==> src/rtl/core/etl_pkg.sv <==
// shared types and constants for the exposure time to sensor line converter
package etl_pkg;

  // field and datapath widths
  localparam int EXPOSURE_BITS = 24;
  localparam int T_W           = 24;
  localparam int LEN_W         = 16;
  localparam int PCLK_W        = 32;
  localparam int LINES_W       = 16;
  localparam int NUM_W         = T_W + PCLK_W + 1;
  localparam int US_W          = 20;
  localparam int DEN_W         = LEN_W + US_W;
  localparam int Q_W           = LINES_W + 1;
  localparam int CFG_IDX_W     = 3;
  localparam int CFG_DATA_W    = 32;

  // constants of the conversion
  localparam logic [US_W-1:0]  US_PER_SECOND = US_W'(1000000);
  localparam logic [LEN_W-1:0] FRAME_MARGIN  = LEN_W'(8);

  // saturation bound on the requested time
  localparam longint unsigned EXP_MAX_L = (64'd1 << EXPOSURE_BITS) - 64'd1;
  localparam logic [T_W-1:0] EXP_MAX =
    (EXPOSURE_BITS >= T_W) ? {T_W{1'b1}} : EXP_MAX_L[T_W-1:0];

  // register reset values
  localparam logic [LEN_W-1:0]  LINE_LENGTH_RST  = LEN_W'(2416);
  localparam logic [LEN_W-1:0]  FRAME_LENGTH_RST = LEN_W'(1104);
  localparam logic [PCLK_W-1:0] PIXEL_CLOCK_RST  = PCLK_W'(80017920);
  localparam logic [T_W-1:0]    MIN_EXPOSURE_RST = T_W'(1);

  // configuration register map
  typedef enum logic [CFG_IDX_W-1:0] {
    CFG_LINE_LENGTH  = 3'd0,
    CFG_FRAME_LENGTH = 3'd1,
    CFG_PIXEL_CLOCK  = 3'd2,
    CFG_MIN_EXPOSURE = 3'd3
  } cfg_idx_t;

  // payload handed from one division cell to the next
  typedef struct packed {
    logic             ovf;
    logic [NUM_W-1:0] rem;
    logic [Q_W-1:0]   quo;
  } div_t;

endpackage

==> src/rtl/core/etl_div_cell.sv <==
// one restoring division cell: resolves a single quotient bit per item
module etl_div_cell #(
  parameter int BIT = 0
) (
  input  logic                       clk,
  input  logic                       rst_n,
  input  logic                       valid_i,
  input  etl_pkg::div_t              data_i,
  input  logic [etl_pkg::DEN_W-1:0]  den_i,
  output logic                       valid_o,
  output etl_pkg::div_t              data_o
);

  logic [etl_pkg::NUM_W-1:0] dsh;
  logic                      ge;
  logic                      valid_r;
  etl_pkg::div_t             data_r;
  etl_pkg::div_t             data_nxt;

  // trial subtract of the shifted divisor
  always_comb begin
    dsh      = etl_pkg::NUM_W'(den_i) << BIT;
    ge       = (data_i.rem >= dsh);
    data_nxt = data_i;
    if (ge) begin
      data_nxt.rem = data_i.rem - dsh;
    end
    data_nxt.quo[BIT] = ge;
  end

  // valid flag
  always_ff @(posedge clk) begin
    if (!rst_n) begin
      valid_r <= 1'b0;
    end else begin
      valid_r <= valid_i;
    end
  end

  // payload
  always_ff @(posedge clk) begin
    data_r <= data_nxt;
  end

  assign valid_o = valid_r;
  assign data_o  = data_r;

  // remainder left below the divisor at this weight when not saturated
  a_rem_bound: assert property (@(posedge clk) disable iff (!rst_n)
    valid_r && !data_r.ovf |-> data_r.rem < (etl_pkg::NUM_W'(den_i) << BIT))
    else $error("remainder not reduced below shifted divisor");

  // a quotient bit is never set on a remainder that was too small
  a_bit_set: assert property (@(posedge clk) disable iff (!rst_n)
    valid_i && (data_i.rem < dsh) |=> !data_r.quo[BIT])
    else $error("quotient bit set without subtraction");

  // the chain keeps its flow: one in, one out in the next cycle
  a_flow: assert property (@(posedge clk) disable iff (!rst_n)
    valid_i |=> valid_o)
    else $error("division cell dropped a transaction");

endmodule

==> config.mk <==
export PLATFORM = sky130hd
export DESIGN_NAME = etl_div_cell
export DESIGN_NICKNAME = d
export VERILOG_FILES = /design/src/rtl/core/etl_pkg.sv /design/src/rtl/core/etl_div_cell.sv
export SDC_FILE = /design/constraint.sdc
export NUM_CORES = 1
export LEC_CHECK = 0
export BUFFER_PORTS_ARGS = -buffer_cell sky130_fd_sc_hd__buf_2
export CORE_AREA = 8 8 116 97
export CTS_CLUSTER_SIZE = 30
export DETAILED_ROUTE_END_ITERATION = 10
export DIE_AREA = 0 0 124 105
export GPL_TIMING_DRIVEN = 0
export PLACE_DENSITY_LB_ADDON = 0.08
export SLEW_MARGIN = 0
export SYNTH_ARGS = -nofsm -noshare
export SYNTH_HDL_FRONTEND = slang
export SYNTH_SLANG_ARGS = --single-unit
export TNS_END_PERCENT = 1
==> constraint.sdc <==
create_clock -name clk -period 5.9 [get_ports clk]
set_clock_uncertainty 0.05 [all_clocks]
set_input_delay 1.475 -clock clk [delete_from_list [all_inputs] [get_ports clk]]
set_output_delay 1.475 -clock clk [all_outputs]
set_load 0.005 [all_outputs]
* Word-level counts from Yosys, hierarchy flattened *
Cells that the tools add are included.

storage, ports and cells
  memory bits (writable) = 0
  ROM bits = 0
  bits in latches = 0
  memories = 0
  register bits after elaboration = 76
  input bits = 114
  word-level logic and storage cells = 7
  output and inout port bits = 76

operators by class
  eq/ne operators = 0
  shift-type cells = 0
  $lt $le $gt $ge = 1
  add/sub/neg operators = 1
  multiply operators = 0
  reductions and logical operators = 0
  bitwise operators = 0
  muxes and demuxes = 1
  divide/modulo/power cells = 0

operator list
  cell            number
  $ge 57x36->1    1
  $mux 57         1
  $sub 57x36->57  1

* Logic depth before layout (Yosys ltp) *
  depth after elaboration = 2
  depth in mapped cells = 14
  depth with buffers taken out = 11

* Worst setup path before layout *
OpenSTA, ideal clock, no wires.

  path kind = input-to-reg
  start point = input data_i[17] in the netlist's numbering
  end point = register data_r (netlist bit data_o[49])
  arrival time = 3.704 ns
  required time = 5.726 ns
  stages = 11
  setup slack = 2.022 ns
  setup time = 0.124 ns
  buffers on the path = 0
  path through = inv_1 ha_1 fa_1 nor2b_1 o21bai_1 a211o_1 a2111oi_2 nor3_1 nor4_1 o211a_1 nor3_1

RTL lines
  item                  RTL line            text
  start, declared       etl_div_cell.sv:8   input etl_pkg::div_t data_i,
  end signal, assigned  etl_div_cell.sv:42  data_r <= data_nxt;
  end, declared         etl_div_cell.sv:17  etl_pkg::div_t data_r;

==> impl_metrics.toml <==
[synthesis]
syn_inst = 598
netlist_area_um2 = 4810
synth_mux_area_share_pct = 0.234
synth_cell_type_count = 58
synth-seq-area-share_pct = 31.6
synthFlopType = "dfxtp_1"
syn_nets = 749
avgSynthCellArea_um2 = 8.04
synth-seq-cells = 76
yosysTopAreaCellShare_pct = 31.6
synthTopCellsByArea = "dfxtp_1, ha_1, a21oi_1, xnor2_1, nor2_1"
yosys.area_share.simple_pct = 19.2
synth-edff-count = 0
yosys_warnings = 0
synth-compound-area-share_pct = 22.9
synth_top_family_by_area = "compound AO/OA/AOI/OAI gates"
synth-adder-area-share_pct = 9.78
synthArstFlopShare_pct = 0
synth-xor-area-share_pct = 9.29
yosysTopAreaCell = "dfxtp_1"

[final_layout]
final_common_cell = "buf_2"
mostFrequentLayoutCells = "buf_2, dfxtp_1, a21oi_1, nor2_1, inv_1"
stdcell_area_um2 = 6210
area_delta_synth_final_pct = 29.1
diodes = 0
fin_cells = 921
drive_above_1_share_pct = 30.2
final_nets = 948
final_core_util_pct = 66.3

[power_and_ir_drop]
p_leak_nw = 3.01
p_sw_mw = 0.498
swShare_pct = 30.5
pwr-share-seq_pct = 37.0
p_int_mw = 1.13
powerDensity_nw_per_um2 = 263
p_comb_share_pct = 27.9
power_mw = 1.63
p_clk_share_pct = 35.0
max-vdd-ir-drop_v = 0.000337

[clock_network]
cts-buffers-inserted = 9
cts_tree = "built"
cts_resized = 0
postCtsSetupRepairBufs = 0
ctsRootBufferMaster = "clkbuf_16"
clock_path_buffers = 2
clock_sinks = 76
clk_pin_slew_ps = 60
ctsHoldBuffers = 0
htreeDepth = 3

[global_route]
grt_pass1_wl_um = 24700
grt_max_degree = 15
antenna_found_initial = 0
grt_use_total_pct = 23.3
grt_overflow = 0
grt_pass1_vias = 5062

[timing]
max_freq_mhz = 241
rsz0062_at_grt = "no"
final.min_clock_period_ps = 4150
min_period_over_period_pct = 70.4
worstMarginPinSlew_ps = 608
setup_violations = 0
finalHoldViolCount = 0
postLayoutSetupSlackWorst_ps = 1750
drv_slew = 0
finalSetupTns_ps = 0
hold_slack_ps = 1190
max_slew_margin_pct = 59.5

[critical_path]
critPathArrivalTime_ps = 4320
worst_setup_path_start_kind = "primary input"
cp_top_family = "compound AO/OA/AOI/OAI gates"
slowest_delay_ps = 480
cp_max_fo = 4
slowest_stage = "a2111oi_2"
path_cells = "buf_2, inv_1, ha_1, fa_1, nor2b_1, o21bai_1, a211o_1, a2111oi_2, nor3_1, nor4_1, o211a_1, nor3_1"
critical_path_class = "primary input to register"
cp_num_buf_inv = 2
cpMostUsedCell = "nor3_1"
cp.required_ps = 6070
end_kind = "register"

[die]
dieArea_um2 = 13000
ios = 190
core_area_um2 = 9370
die_height_um = 105
fp.dieW_um = 124
start_util_pct = 51.3
row_count = 32

[routing]
antenna_left = 0
via_per_inst = 5.50
vias = 5070
drtIter0Drc = 304
wl_um = 15500
drc = 0
drtPass1Iterations = 5
routedWlPerCell_um = 16.9

[status]
status = "completed"

[placed_design]
io_buffers = 188
pre_cts_ws_ps = 1470
dp.cells = 905
routabilityCongestion = 0.896
place_area_um2 = 5900
dpl.hpwl_um = 12500

[hold_path]
hold_class = "primary input to register"

[flow_run]
cap_viol_max_count = 0
-- synth_stat cells (5+ instances only) --
master and number:
dfxtp_1 76, a21oi_1 72, nor2_1 67, inv_1 49, nand2_1 37, ha_1 36, xnor2_1 34, o21ai_0 29
buf_2 20, nand4_1 17, xor2_1 17, nand3_1 12, o21bai_1 12, a21o_1 10, nor3_1 8, nor4_1 7
o21a_1 6, or3_1 6, a31oi_1 5, and2_1 5, nand2b_1 5
-- cells by family (layout without fill, tap and decap cells) --
| kind of cell | count (synthesis) | in the layout |
|---|---|---|
| compound gates | 171 | 171 |
| fa+ha+maj | 37 | 37 |
| mux | 1 | 1 |
| buf+inv | 77 | 281 |
| flops | 76 | 76 |
| xor+xnor | 51 | 51 |
| simple gates | 185 | 185 |
-- area by class of cell --
class / instances / area, um2
clock inverters: 6 / 71.3
repair buffers: 188 / 941
clock buffers: 10 / 239
flip-flops and latches: 76 / 1520
multi-input cells: 445 / 2950
plain buffers: 27 / 145
fillers: 806 / 3160
inverters: 50 / 190
well taps: 119 / 149
-- worst paths after layout --
kind	startpoint	endpoint	slack (ps)	cells after the start
setup / recovery	data_i[17]	data_o[49]$_DFF_P_	1750	12
hold / removal	data_i[5]	data_o[5]$_DFF_P_	1190	1
-- flip-flops by register name (all words and copies together) (netlist names) --
| signal | count |
|---|---|
| valid_o | 1 |
| data_o | 75 |
-- per-layer routing --
metal	vias to the layer above	wire [um]	global-route usage, %
li1	2485	-	-
met1	2343	6790	30.8
met2	217	7070	36.9
met3	25	1410	5.38
met4	0	258	6.36
met5	-	0	0
-- power by group through the flow --
stage          combinational (mW)  sequential (mW)  clock [mW]
4_1_cts                     0.455            0.604       0.583
3_5_place_dp                0.448            0.614           0
2_1_floorplan               0.253            0.626           0
6_report                    0.455            0.603       0.571
5_1_grt                     0.506            0.610       0.604
3_3_place_gp                0.446            0.611           0
Power figures use the tool's default switching activity.
